[src/itrs_pkg.sv]
package itrs_pkg;

  // Default and fixed widths
  localparam int unsigned VALUE_BITS_DEF = 64;
  localparam int unsigned RAW_W          = 64;
  localparam int unsigned FUNC_W         = 2;
  localparam int unsigned RADIX_W        = 6;
  localparam int unsigned DIGIT_W        = 6;
  localparam int unsigned CHAR_W         = 7;

  // Quotient bits resolved by the divider in each cycle
  localparam int unsigned DIV_BITS_PER_CYCLE = 8;

  // Number kinds carried in the func field
  localparam logic [FUNC_W-1:0] FUNC_S32  = 2'd0;
  localparam logic [FUNC_W-1:0] FUNC_S64  = 2'd1;
  localparam logic [FUNC_W-1:0] FUNC_U32  = 2'd2;
  localparam logic [FUNC_W-1:0] FUNC_U64  = 2'd3;

  // Radix limits
  localparam logic [RADIX_W-1:0] MIN_RADIX     = 6'd2;
  localparam logic [RADIX_W-1:0] MAX_RADIX     = 6'd36;
  localparam logic [RADIX_W-1:0] DEFAULT_RADIX = 6'd10;

  // ASCII anchors
  localparam logic [CHAR_W-1:0] CHAR_ZERO    = 7'h30;
  localparam logic [CHAR_W-1:0] CHAR_LOWER_A = 7'h61;
  localparam logic [CHAR_W-1:0] DECIMAL_TEN  = 7'd10;

  typedef struct packed {
    logic [RAW_W-1:0]   value;
    logic [FUNC_W-1:0]  func;
    logic [RADIX_W-1:0] radix;
  } in_item_t;

  typedef struct packed {
    logic [CHAR_W-1:0] digit_char;
    logic              is_negative;
    logic              last;
  } out_item_t;

  typedef enum logic [2:0] {
    ST_IDLE,
    ST_START,
    ST_WAIT,
    ST_FETCH,
    ST_SEND
  } itrs_state_e;

  // Map a digit value 0..35 to its lower-case ASCII character
  function automatic logic [CHAR_W-1:0] digit_to_char(input logic [DIGIT_W-1:0] d);
    logic [CHAR_W-1:0] dx;
    dx = CHAR_W'(d);
    if (dx < DECIMAL_TEN) begin
      return CHAR_ZERO + dx;
    end
    return CHAR_LOWER_A + dx - DECIMAL_TEN;
  endfunction

endpackage

[src/itrs_div.sv]
module itrs_div #(
  parameter int unsigned PAD_BITS = itrs_pkg::VALUE_BITS_DEF
) (
  input  logic                         clk_i,
  input  logic                         rst_ni,
  input  logic                         start_i,
  input  logic [PAD_BITS-1:0]          dividend_i,
  input  logic [itrs_pkg::DIGIT_W-1:0] divisor_i,
  output logic                         done_o,
  output logic [PAD_BITS-1:0]          quot_o,
  output logic [itrs_pkg::DIGIT_W-1:0] rem_o
);
  import itrs_pkg::*;

  localparam int unsigned BPC    = DIV_BITS_PER_CYCLE;
  localparam int unsigned STEPS  = PAD_BITS / BPC;
  localparam int unsigned STEP_W = (STEPS > 1) ? $clog2(STEPS) : 1;

  logic                run_q;
  logic                done_q;
  logic [STEP_W-1:0]   step_q;
  logic [PAD_BITS-1:0] work_q;
  logic [DIGIT_W-1:0]  rem_q;
  logic [DIGIT_W-1:0]  divisor_q;

  logic [BPC-1:0]      qbits;
  logic [DIGIT_W-1:0]  rem_d;

  // Resolve BPC restoring-division steps on the narrow partial remainder
  always_comb begin
    logic [DIGIT_W:0]   trial;
    logic [DIGIT_W-1:0] r;
    r     = rem_q;
    qbits = '0;
    for (int unsigned i = 0; i < BPC; i++) begin
      trial = {r, work_q[PAD_BITS-1-i]};
      if (trial >= {1'b0, divisor_q}) begin
        trial            = trial - {1'b0, divisor_q};
        qbits[BPC-1-i]   = 1'b1;
      end
      r = trial[DIGIT_W-1:0];
    end
    rem_d = r;
  end

  // Sequence control
  always_ff @(posedge clk_i or negedge rst_ni) begin
    if (!rst_ni) begin
      run_q  <= 1'b0;
      done_q <= 1'b0;
      step_q <= '0;
    end else begin
      done_q <= 1'b0;
      if (start_i) begin
        run_q  <= 1'b1;
        step_q <= '0;
      end else if (run_q) begin
        step_q <= step_q + 1'b1;
        if (step_q == STEP_W'(STEPS - 1)) begin
          run_q  <= 1'b0;
          done_q <= 1'b1;
        end
      end
    end
  end

  // Shift quotient bits in as dividend bits leave
  always_ff @(posedge clk_i) begin
    if (start_i) begin
      work_q    <= dividend_i;
      rem_q     <= '0;
      divisor_q <= divisor_i;
    end else if (run_q) begin
      work_q <= {work_q[PAD_BITS-BPC-1:0], qbits};
      rem_q  <= rem_d;
    end
  end

  assign done_o = done_q;
  assign quot_o = work_q;
  assign rem_o  = rem_q;

endmodule

[src/integer_to_radix_string.sv]
// Channel | Direction | Handshake              | Payload
// in      | input     | in_valid_i / in_stall_o  | in_data_i  (value, func, radix)
// out     | output    | out_valid_o / out_stall_i | out_data_o (digit_char, is_negative, last)
//
// Each digit of an item costs one pass of the shared divider, at 8 quotient bits per
// cycle plus start and done, then a read back from the digit store (ST_FETCH) and its
// presentation on the output (ST_SEND). A 64-bit decimal value has up to 20 digits.
// Reset clears the sequencer; the block takes the next item only after the last digit.
// An output stall holds the current digit and the sequence until the transfer completes.
module integer_to_radix_string #(
  parameter int unsigned VALUE_BITS = itrs_pkg::VALUE_BITS_DEF
) (
  input  logic                clk_i,
  input  logic                rst_ni,
  input  logic                in_valid_i,
  output logic                in_stall_o,
  input  itrs_pkg::in_item_t  in_data_i,
  output logic                out_valid_o,
  input  logic                out_stall_i,
  output itrs_pkg::out_item_t out_data_o
);
  import itrs_pkg::*;

  localparam int unsigned BPC      = DIV_BITS_PER_CYCLE;
  localparam int unsigned PAD_BITS = ((VALUE_BITS + BPC - 1) / BPC) * BPC;
  localparam int unsigned CNT_W    = $clog2(VALUE_BITS + 1);
  localparam int unsigned IDX_W    = $clog2(VALUE_BITS);

  itrs_state_e state_q, state_d;

  logic [PAD_BITS-1:0] mag_q, mag_d;
  logic                neg_q, neg_d;
  logic [RADIX_W-1:0]  base_q, base_d;
  logic [CNT_W-1:0]    cnt_q, cnt_d;

  logic                div_start;
  logic                div_done;
  logic [PAD_BITS-1:0] div_quot;
  logic [DIGIT_W-1:0]  div_rem;

  logic                mem_we;
  logic                mem_re;
  logic [CNT_W-1:0]    cnt_m1;
  logic [DIGIT_W-1:0]  digit_mem [VALUE_BITS];
  logic [DIGIT_W-1:0]  rd_q;

  logic                is_narrow;
  logic                is_signed;
  logic                sign_bit;
  logic [VALUE_BITS-1:0] sel_val;
  logic [VALUE_BITS-1:0] abs_val;
  logic [31:0]           neg32;
  logic [VALUE_BITS-1:0] negw;
  logic [RADIX_W-1:0]    radix_n;

  assign cnt_m1  = cnt_q - 1'b1;

  // Pick the active width, take the magnitude and default an out-of-range radix
  always_comb begin
    is_narrow = in_data_i.func inside {FUNC_S32, FUNC_U32};
    is_signed = in_data_i.func inside {FUNC_S32, FUNC_S64};
    sel_val   = is_narrow ? VALUE_BITS'(in_data_i.value[31:0])
                          : in_data_i.value[VALUE_BITS-1:0];
    sign_bit  = is_narrow ? in_data_i.value[31] : in_data_i.value[VALUE_BITS-1];
    neg32     = 32'd0 - in_data_i.value[31:0];
    negw      = '0 - sel_val;
    if (is_signed && sign_bit) begin
      abs_val = is_narrow ? VALUE_BITS'(neg32) : negw;
    end else begin
      abs_val = sel_val;
    end
    radix_n = (in_data_i.radix < MIN_RADIX || in_data_i.radix > MAX_RADIX)
              ? DEFAULT_RADIX : in_data_i.radix;
  end

  // Shared divider
  itrs_div #(
    .PAD_BITS (PAD_BITS)
  ) u_div (
    .clk_i      (clk_i),
    .rst_ni     (rst_ni),
    .start_i    (div_start),
    .dividend_i (mag_q),
    .divisor_i  (base_q),
    .done_o     (div_done),
    .quot_o     (div_quot),
    .rem_o      (div_rem)
  );

  // Hold state
  always_ff @(posedge clk_i or negedge rst_ni) begin
    if (!rst_ni) begin
      state_q <= ST_IDLE;
      cnt_q   <= '0;
    end else begin
      state_q <= state_d;
      cnt_q   <= cnt_d;
    end
  end

  always_ff @(posedge clk_i) begin
    mag_q  <= mag_d;
    neg_q  <= neg_d;
    base_q <= base_d;
  end

  // Sequence divisions, then read the digits back most significant first
  always_comb begin
    state_d     = state_q;
    cnt_d       = cnt_q;
    mag_d       = mag_q;
    neg_d       = neg_q;
    base_d      = base_q;
    in_stall_o  = 1'b1;
    out_valid_o = 1'b0;
    div_start   = 1'b0;
    mem_we      = 1'b0;
    mem_re      = 1'b0;
    case (state_q)
      ST_IDLE: begin
        in_stall_o = 1'b0;
        if (in_valid_i) begin
          mag_d   = PAD_BITS'(abs_val);
          neg_d   = is_signed && sign_bit;
          base_d  = radix_n;
          cnt_d   = '0;
          state_d = ST_START;
        end
      end
      ST_START: begin
        div_start = 1'b1;
        state_d   = ST_WAIT;
      end
      ST_WAIT: begin
        if (div_done) begin
          mem_we = 1'b1;
          cnt_d  = cnt_q + 1'b1;
          mag_d  = div_quot;
          state_d = (div_quot == '0) ? ST_FETCH : ST_START;
        end
      end
      ST_FETCH: begin
        mem_re  = 1'b1;
        cnt_d   = cnt_m1;
        state_d = ST_SEND;
      end
      ST_SEND: begin
        out_valid_o = 1'b1;
        if (!out_stall_i) begin
          state_d = (cnt_q == '0) ? ST_IDLE : ST_FETCH;
        end
      end
      default: begin
        state_d = ST_IDLE;
      end
    endcase
  end

  // Digit store: push remainders, pop in reverse order
  always_ff @(posedge clk_i) begin
    if (mem_we) begin
      digit_mem[cnt_q[IDX_W-1:0]] <= div_rem;
    end
    if (mem_re) begin
      rd_q <= digit_mem[cnt_m1[IDX_W-1:0]];
    end
  end

  // Present the popped digit
  always_comb begin
    out_data_o.digit_char  = digit_to_char(rd_q);
    out_data_o.is_negative = neg_q;
    out_data_o.last        = (cnt_q == '0);
  end

endmodule

[config.mk]
export PLATFORM = sky130hd
export DESIGN_NAME = integer_to_radix_string
export DESIGN_NICKNAME = d
export VERILOG_FILES = /design/src/itrs_pkg.sv /design/src/itrs_div.sv /design/src/integer_to_radix_string.sv
export SDC_FILE = /design/constraint.sdc
export NUM_CORES = 1
export LEC_CHECK = 0
export ABC_CLOCK_PERIOD_IN_PS = 41800
export BUFFER_PORTS_ARGS = -buffer_cell sky130_fd_sc_hd__clkbuf_2
export CAP_MARGIN = 20
export CORE_MARGIN = 10
export CORE_UTILIZATION = 65
export CTS_BUF_LIST = sky130_fd_sc_hd__clkbuf_16
export DETAILED_ROUTE_END_ITERATION = 10
export GPL_ROUTABILITY_DRIVEN = 0
export HOLD_SLACK_MARGIN = 0.03
export PLACE_DENSITY = 0.8
export SETUP_SLACK_MARGIN = 0.2
export SLEW_MARGIN = 20
export SYNTH_ARGS = -nofsm -noshare
export SYNTH_HDL_FRONTEND = slang
export SYNTH_SLANG_ARGS = --single-unit
[constraint.sdc]
create_clock -name clk_i -period 41.8 [get_ports clk_i]
set_clock_uncertainty 0.05 [all_clocks]
set_input_delay 12.54 -clock clk_i [delete_from_list [all_inputs] [get_ports clk_i]]
set_output_delay 12.54 -clock clk_i [all_outputs]
set_load 0.01 [all_outputs]
Word-level counts from Yosys, hierarchy flattened:

Memory sizes are Yosys's and may differ from the RTL's. A register that Yosys moved wholly into a read port is not among the register bits.
Cells that the tools add are included.

* bits in registers: 162
* latch bits: 0
* RAM bits: 384
* memory bits (read-only): 0
* bits of input ports: 76
* output and inout port bits: 11
* word-level logic and storage cells: 117
* memories: 1

Memories
* digit_mem: words 64, width 6, read ports 1, clocked after Yosys merged registers in 1, wr ports 1, line integer_to_radix_string.sv:44 `logic [DIGIT_W-1:0] digit_mem [VALUE_BITS];`

* add/sub/neg operators: 16
* multipliers: 0
* div/mod/pow operators: 0
* magnitude comparators: 11
* equal/unequal tests: 10
* shift operators: 0
* mux-type cells: 53
* bitwise gates (word level): 0
* reduce and logical (&&, ||, !) cells: 15

Operator list (count)
* 64-bit 2-to-1 mux: 7
* 64-bit case mux with 2 select lines: 1
* 64-bit zero test: 1
* 1-bit by 64-bit subtractor with 64-bit output, first input constant: 1
* 7-bit by 6-bit >= comparator with 1-bit output: 8
* 6-bit 2-to-1 mux: 8
* 6-bit subtractor: 8
* 1-bit by 32-bit subtractor with 32-bit output, first input constant: 1
* 7-bit 2-to-1 mux: 4
* 1-bit 2-to-1 mux: 24
* 7-bit case mux with 3 select lines: 1
* 3-bit 2-to-1 mux: 5
* 3-bit case mux with 5 select lines: 1
* 3-bit AND reduction: 3
* 2-bit nonzero test: 4
* 6-bit by 6-bit adder with 7-bit output, first input constant: 1
* 7-bit by 1-bit adder with 7-bit output, second input constant: 1
* 7-bit by 6-bit adder with 7-bit output, first input constant: 1
* 7-bit zero test: 1
* 7-bit by 1-bit subtractor with 7-bit output, second input constant: 1
* 7-bit by 4-bit subtractor with 7-bit output, second input constant: 1
* 3-bit by 2-bit == test with 1-bit output, second input constant: 2
* 3-bit == test, second input constant: 2
* 6-bit greater-than comparator, second input constant: 1
* 15 further kinds: 17

Longest topological paths before layout:

Gate-level depths: netlist (run 1).

* depth after elaboration: 18
* depth in mapped cells: 83
* depth with buffers taken out: 79

Cells and area by module:

A second synthesis (run 1) with hierarchy kept.

* cell total of the unflattened synthesis: 1926
* area total of the unflattened synthesis: 27131.0 µm²

By module, submodules not included
* integer_to_radix_string: times used 1, cells each 1362, area each 20927.6 µm², sequential area each 14093.5 µm²
* itrs_div: times used 1, cells each 564, area each 6203.4 µm², sequential area each 2347.3 µm²

Worst setup path after synthesis (run 1):

OpenSTA, ideal clock, no wires.

* kind: reg2reg
* start: reg u_div.rem_q[2] (netlist: u_div.rem_o[2])
* end: reg u_div.rem_q[5] (netlist: u_div.rem_o[5])
* setup time: 114 ps
* data arrival time: 17076 ps
* required time: 41636 ps
* path slack: 24560 ps
* stages on the path, launching flop included: 81
* buffers on the path: 4
* clock period less this slack: 17240 ps
* cells stage by stage: dfxtp_1 ha_1 buf_6 o21a_1 o21ai_2 o21bai_4 nand2_2 mux2_2 ha_1 o21a_1 o31a_1 o31a_1 a311oi_2 nand2_2 o21ai_0 inv_1 ha_1 nand2b_1 [45 not listed] o21ai_0 nand2b_1 a211oi_1 and2_0 clkbuf_1 o21ai_0 o211ai_1 a21boi_1 ha_1 a21o_1 a21o_1 a21o_1 a21o_1 a211o_1 a2111o_1 a2bb2oi_2 a32o_1 a21o_1

* word-level cells in the longest chain between the ends: 16
* elaborated cells on any way between the ends: 24
* those cells by class: add/sub: 8; order compare: 8; mux: 8

Ends and longest elaborated chain
* start: declaration: line itrs_div.sv:23 `logic [DIGIT_W-1:0] rem_q;`
* start signal: assignment: line itrs_div.sv:75 `rem_q <= rem_d;`
* 6-bit subtractor / 7-bit by 6-bit >= comparator with 1-bit output (equally long branches): line itrs_div.sv:38, itrs_div.sv:37
* 6-bit 2-to-1 mux (*): line itrs_div.sv:37 `if (trial >= {1'b0, divisor_q}) begin`
* 6-bit subtractor / 7-bit by 6-bit >= comparator with 1-bit output (equally long branches): line itrs_div.sv:38, itrs_div.sv:37
* 6-bit 2-to-1 mux (*): line itrs_div.sv:37
* 6-bit subtractor / 7-bit by 6-bit >= comparator with 1-bit output (equally long branches): line itrs_div.sv:38, itrs_div.sv:37
* 6-bit 2-to-1 mux (*): line itrs_div.sv:37
* 7-bit by 6-bit >= comparator with 1-bit output / 6-bit subtractor (equally long branches): line itrs_div.sv:37, itrs_div.sv:38
* 6-bit 2-to-1 mux (*): line itrs_div.sv:37
* 6-bit subtractor / 7-bit by 6-bit >= comparator with 1-bit output (equally long branches): line itrs_div.sv:38, itrs_div.sv:37
* 6-bit 2-to-1 mux (*): line itrs_div.sv:37
* 6-bit subtractor / 7-bit by 6-bit >= comparator with 1-bit output (equally long branches): line itrs_div.sv:38, itrs_div.sv:37
* 6-bit 2-to-1 mux (*): line itrs_div.sv:37
* 6-bit subtractor / 7-bit by 6-bit >= comparator with 1-bit output (equally long branches): line itrs_div.sv:38, itrs_div.sv:37
* 6-bit 2-to-1 mux (*): line itrs_div.sv:37
* 6-bit subtractor / 7-bit by 6-bit >= comparator with 1-bit output (equally long branches): line itrs_div.sv:38, itrs_div.sv:37
* 6-bit 2-to-1 mux (*): line itrs_div.sv:37

Mark *: on every way between the ends. The rest lies on a longest branch, timed or not.
A chain may end at the register's enable or synchronous reset.

Worst setup path after layout (run 1):

* start: reg u_div.divisor_q[1]
* end: reg u_div.rem_q[3] (netlist: u_div.rem_o[3])

* word-level cells in the longest chain between the ends: 16
* elaborated cells on any way between the ends: 24
* those cells by class: add/sub: 8; order compare: 8; mux: 8

Ends and longest elaborated chain
* start: declaration: line itrs_div.sv:24 `logic [DIGIT_W-1:0] divisor_q;`
* start signal: assignment: line itrs_div.sv:72 `divisor_q <= divisor_i;`
* 6-bit subtractor / 7-bit by 6-bit >= comparator with 1-bit output (equally long branches): line itrs_div.sv:38, itrs_div.sv:37
* 6-bit 2-to-1 mux: line itrs_div.sv:37
* 6-bit subtractor / 7-bit by 6-bit >= comparator with 1-bit output (equally long branches): line itrs_div.sv:38, itrs_div.sv:37
* 6-bit 2-to-1 mux: line itrs_div.sv:37
* 6-bit subtractor / 7-bit by 6-bit >= comparator with 1-bit output (equally long branches): line itrs_div.sv:38, itrs_div.sv:37
* 6-bit 2-to-1 mux: line itrs_div.sv:37
* 6-bit subtractor / 7-bit by 6-bit >= comparator with 1-bit output (equally long branches): line itrs_div.sv:38, itrs_div.sv:37
* 6-bit 2-to-1 mux: line itrs_div.sv:37
* 6-bit subtractor / 7-bit by 6-bit >= comparator with 1-bit output (equally long branches): line itrs_div.sv:38, itrs_div.sv:37
* 6-bit 2-to-1 mux: line itrs_div.sv:37
* 7-bit by 6-bit >= comparator with 1-bit output / 6-bit subtractor (equally long branches): line itrs_div.sv:37, itrs_div.sv:38
* 6-bit 2-to-1 mux: line itrs_div.sv:37
* 6-bit subtractor / 7-bit by 6-bit >= comparator with 1-bit output (equally long branches): line itrs_div.sv:38, itrs_div.sv:37
* 6-bit 2-to-1 mux: line itrs_div.sv:37
* 6-bit subtractor / 7-bit by 6-bit >= comparator with 1-bit output (equally long branches): line itrs_div.sv:38, itrs_div.sv:37
* 6-bit 2-to-1 mux (*): line itrs_div.sv:37

Marks and branches as above.

==> impl_metrics.toml, run 1 <==
[outcome]
status = "finished clean"

[floorplan]
die-height_um = 223
start_util = 0.655
dieArea_um2 = 49600
die_width_um = 223
rows = 74
core_area_um2 = 40700
io_pins = 87

[timing]
rsz0062_at_grt = "no"
hold_viol_final = 0
max_freq_mhz = 50.9
worst-slew-pin-transition_ps = 1030
finalCriticalPeriod_ps = 19660
relSlewSlack = 0.309
period_share = 0.470
final-setup-viol-count = 0
slew_viol_final = 0
tns_ps = 0

[logic_synthesis]
ys_ff_latch = 552
synth_edf_count = 531
synth_warnings = 0
synth.distinct_cells = 96
async_reset_ff_frac = 0.0272
ys.flop_type = "edfxtp_1"
ys_seq_area_frac = 0.616
synthCells = 1940
synth_area_per_cell_um2 = 13.8
syn_area_um2 = 26700
syn_nets = 2082

[detailed_routing]
wl_mm = 63.8
via_per_inst = 6.63
postRouteAntennaNets = 0
detail_route.first_pass.iterations = 5
drc_errors = 0
wl_per_cell_um = 24.7
drt_iter0_drc = 2008
vias = 17100

[clocking]
clock-sinks = 552
clk_pin_slew_ps = 60
cts-buffers-inserted = 53
cts_tree = "built"
htreeDepth = 2
root_buffer = "clkbuf_16"
postCtsSetupBuffers = 0
clockBufferDepth = 3
cts_hold_buf = 0
clock_latency_ps = 600
cts_resized = 0

[global_routing]
grt_use_total = 0.255
grt_pass1_wl_mm = 99.6
grt_max_degree = 93
antenna_found_initial = 0
grt_pass1_vias = 17200
overflow = 0

[placed_design]
hpwl_mm = 41.7
dp_cells = 2485
place_area_um2 = 27600
port-buffer-count = 86

[run]
cap_violations = 0

[final_layout]
drive_gt1_frac = 0.178
final_area_um2 = 29300
num-fill-cells = 2608
layout.cells.non_filler = 2580
n_antenna_cell = 0
area_growth_pct = 9.70
fin_nets = 2150

[setup_path]
path_max_fanout = 17
required_ps = 42250
cpMostUsedCell = "o21ai_0"
cp_slowest_stage_delay_ps = 690
crit_slowest_cell = "edfxtp_1"
critPathKind = "flop to flop"
end_kind = "flop"
arrival_ps = 20110
critPathLaunchType = "flop"

[min_path]
hold_path.class = "flop to flop"
==> state kept, by name (all words and copies together) (netlist names) <==
signal,count
digit_mem,384
mag_q,64
u_div.quot_o,64
cnt_q,7
base_q,6
rd_q,6
u_div.divisor_q,6
u_div.rem_o,6
state_q,3
u_div.step_q,3
neg_q,1
u_div.done_o,1
u_div.run_q,1
==> layout make-up <==
class | instances | area, um^2 | area share
Clock buffer | 56 | 1400 | 0.0479
Clock inverter | 39 | 241 | 0.00825
Inverter | 53 | 199 | 0.00679
Multi-Input combinational cell | 1247 | 9780 | 0.334
Sequential cell | 552 | 16500 | 0.562
Tap cell | 532 | 666 | 0.0227
Timing Repair Buffer | 101 | 543 | 0.0185
==> logic make-up after synthesis <==
family                     Yosys count  share of synthesized area
adders and majority gates           66                     0.0332
xor gates and xnor gates            91                     0.0299
muxes                              157                      0.119
DFF                                552                      0.616
buffers and inverters              141                     0.0206
and+or+nand+nor                    627                      0.105
AOI/OAI and AO/OA                  306                     0.0767
==> metal layers <==
layer / vias up / global-route usage / part of all wire
li1: 7509 / - / -
met1: 8521 / 0.328 / 0.38
met2: 934 / 0.433 / 0.51
met3: 146 / 0.0407 / 0.079
met4: 0 / 0.0915 / 0.035
met5: - / 0 / 0
==> path summary, 6_finish.rpt <==
check | from | end | slack [ps] | cells after the start
max | u_div.divisor_q[1]$_DFFE_PP_ | u_div.rem_o[3]$_SDFFE_PP0P_ | 22140 | 76
max reg2reg | u_div.divisor_q[1]$_DFFE_PP_ | u_div.rem_o[3]$_SDFFE_PP0P_ | 22140 | 76
max in group asynchronous | rst_ni | cnt_q[0]$_DFFE_PN0P_ | 29570 | 1
min reg2reg | base_q[4]$_SDFFCE_PP0P_ | u_div.divisor_q[4]$_DFFE_PP_ | 370 | 0
min | base_q[4]$_SDFFCE_PP0P_ | u_div.divisor_q[4]$_DFFE_PP_ | 370 | 0
min in group asynchronous | rst_ni | cnt_q[2]$_DFFE_PN0P_ | 11810 | 1
==> placed cells by master (no fill, tap or decap), drive strengths merged, types with 8 or more instances in the layout <==
cell type / n
or3: 12
ha: 58
dfrtp: 15
nand3: 24
nor4: 26
o21ai: 121
o21a: 11
clkinv: 27
xor2: 41
mux4: 126
fa: 8
nand2b: 21
a21o: 15
and3: 10
nor2b: 13
buf: 15
nor2: 145
nand2: 304
inv: 60
mux2: 11
xnor2: 50
a31oi: 10
mux2i: 20
and2: 8
nor3: 28
clkbuf: 142
a21oi: 63
edfxtp: 531
o41ai: 8
a211oi: 8
==> Yosys cell counts (8+ instances only) <==
cell | count | area [um^2]
nor4_1 | 25 | 156
xor2_1 | 41 | 359
mux2i_1 | 18 | 180
a21o_1 | 15 | 113
a21oi_1 | 59 | 295
fa_1 | 8 | 160
xnor2_1 | 50 | 438
nand3_1 | 24 | 120
nor3_1 | 28 | 140
dfrtp_1 | 15 | 375
nor2b_1 | 13 | 81.3
clkbuf_1 | 74 | 278
mux4_2 | 126 | 2840
buf_1 | 10 | 37.5
nor2_1 | 145 | 544
or3_1 | 12 | 75.1
mux2_2 | 9 | 101
edfxtp_1 | 531 | 15900
and3_1 | 10 | 62.6
ha_1 | 58 | 726
inv_1 | 52 | 195
o21ai_0 | 113 | 566
o21a_1 | 10 | 75.1
nand2_1 | 301 | 1130
nand2b_1 | 21 | 131
a31oi_1 | 10 | 62.6
==> critical path: cells and delay by family (launching register included) <==
family	cells	cell delay (ps)
DFF	1	690
buffers and inverters	4	750
and+or+nand+nor	14	2800
muxes	3	1050
AOI/OAI and AO/OA	47	11700
adders and majority gates	8	2490
==> stage by stage <==
step / setup WS (ps) / hold WS [ps] / utilization
2_1_floorplan: 24560 / 350 / -
3_3_place_gp: 23620 / 352 / 0.678
3_5_place_dp: 22460 / 355 / 0.678
4_1_cts: 22440 / 368 / 0.718
5_1_grt: 20870 / 372 / 0.719
6_report: 22140 / 366 / 0.719
Power of run 1 is not shown: default switching activity piles up to over one toggle a cycle in this logic, so the estimate is an artifact.
==> inputs of run 2 (changes only) <==
ABC_CLOCK_PERIOD_IN_PS = 19100   (was 41800)
CORE_UTILIZATION = 63   (was 65)
PLACE_DENSITY = 0.78   (was 0.8)
clock period = 19.1 ns   (was 41.8 ns; I/O delays follow)
==> run 2 against run 1 <==
Effect of this change: worst hold slack better by 1.7 ps; highest routed layer is now met5; non-clock buffer count is 14 higher; global-route usage is 0.28 points higher; critical endpoint unchanged.
==> impl_metrics.toml, run 2 (synthesis results as in run 1) <==
[final_layout]
largest_register_ffs = 384
area_growth_pct = 10.8
multi_input_area_um2 = 9820
ff_latch_area_um2 = 16500
layout_commonest_cell = "edfxtp_1"
n_antenna_cell = 0
drive_gt1_frac = 0.192
fin_nets = 2165
layout_common_cells = "edfxtp_1, nand2_1, nor2_1"
num-fill-cells = 2718

[placed_design]
port-buffer-count = 86
hpwl_mm = 41.7

[setup_path]
path_buf_inv = 6
critPathLaunchType = "flop"
arrival_ps = 18360
reg2reg_slack_ps = 1200
crit_slowest_cell = "edfxtp_1"
end_kind = "flop"
cp_top_family = "compound AO/OA/AOI/OAI gates"
required_ps = 19560
critPathKind = "flop to flop"
cp_slowest_stage_delay_ps = 540
path_max_fanout = 17

[floorplan]
die_width_um = 226
dieArea_um2 = 51000
rows = 75
io_pins = 87
core_area_um2 = 41900
die-height_um = 226
start_util = 0.636

[clocking]
cts-buffers-inserted = 54
clk_pin_slew_ps = 60
cts_hold_buf = 0
cts_tree = "built"
clockBufferDepth = 3
clock-sinks = 552
htreeDepth = 2
root_buffer = "clkbuf_16"
clock_latency_ps = 620

[global_routing]
overflow = 0
antenna_found_initial = 1
grt_max_degree = 90
grt_use_total = 0.258
grt_pass1_vias = 17300
grt_pass1_wl_mm = 101

[run]
cap_violations = 0

[detailed_routing]
wl_mm = 65.1
wl_per_cell_um = 25.0
detail_route.first_pass.iterations = 5
drt_iter0_drc = 1907
postRouteAntennaNets = 0
vias = 17100
via_per_inst = 6.59
drc_errors = 0

[timing]
finalCriticalPeriod_ps = 17900
max_freq_mhz = 55.9
period_share = 0.937
slew_viol_final = 0
final-setup-viol-count = 0
hold_viol_final = 0
worst-slew-pin-transition_ps = 1010
rsz0062_at_grt = "no"
relSlewSlack = 0.326
tns_ps = 0

[outcome]
status = "finished clean"

[min_path]
hold_path.class = "flop to flop"
## run 2: cell types whose count changed in the layout (fill, tap and decap cells not counted), sizes merged
cell	previous run	this run
buf	15	29
clkinv	27	21
clkinvlp	3	7
bufinv	2	5
inv	60	61
## run 2: final cells by class
class,count,share of cell area
Sequential cell,552,0.556
Inverter,53,0.00723
Timing Repair Buffer,115,0.0226
Tap cell,539,0.0228
Clock inverter,41,0.0121
Clock buffer,56,0.0474
Multi-Input combinational cell,1247,0.332
## run 2: worst paths after layout
kind | from | to | cells past startpoint
worst max-delay path | u_div.divisor_q[1]$_DFFE_PP_ | u_div.rem_o[3]$_SDFFE_PP0P_ | 78
worst min-delay path | base_q[1]$_SDFFCE_PP1P_ | u_div.divisor_q[1]$_DFFE_PP_ | 0
worst max register to register | u_div.divisor_q[1]$_DFFE_PP_ | u_div.rem_o[3]$_SDFFE_PP0P_ | 78
worst min register to register | base_q[1]$_SDFFCE_PP1P_ | u_div.divisor_q[1]$_DFFE_PP_ | 0
max in group asynchronous | rst_ni | cnt_q[0]$_DFFE_PN0P_ | 1
min in group asynchronous | rst_ni | u_div.done_o$_DFF_PN0_ | 1
## run 2: layer usage
| layer | routed length, um | track usage |
|---|---|---|
| met1 | 24900 | 0.337 |
| met2 | 32600 | 0.429 |
| met3 | 5370 | 0.0471 |
| met4 | 2210 | 0.0904 |
| met5 | 12 | 0 |
## run 2: timing repair
| action | CTS | global route |
|---|---|---|
| endpoints found under the hold margin | 0 | 0 |
| gates resized for setup | 0 | 17 |
| buffers inserted | 0 | 9 |
| endpoints found under the setup margin | 0 | 7 |
## run 2: through the flow
step / cell area [um^2] / util / setup WS (ps) / instances / hold slack [ps]
after floorplan: 26700 / - / 1860 / 1940 / 350
after global placement: 27700 / 0.659 / 1180 / 2496 / 351
after detailed placement: 27700 / 0.659 / 321 / 2496 / 356
after CTS: 29400 / 0.701 / 266 / 2593 / 369
after global routing: 29600 / 0.705 / 130 / 2603 / 374
final: 29600 / 0.705 / 1200 / 2603 / 367
Power of run 2 is left out for the same reason.
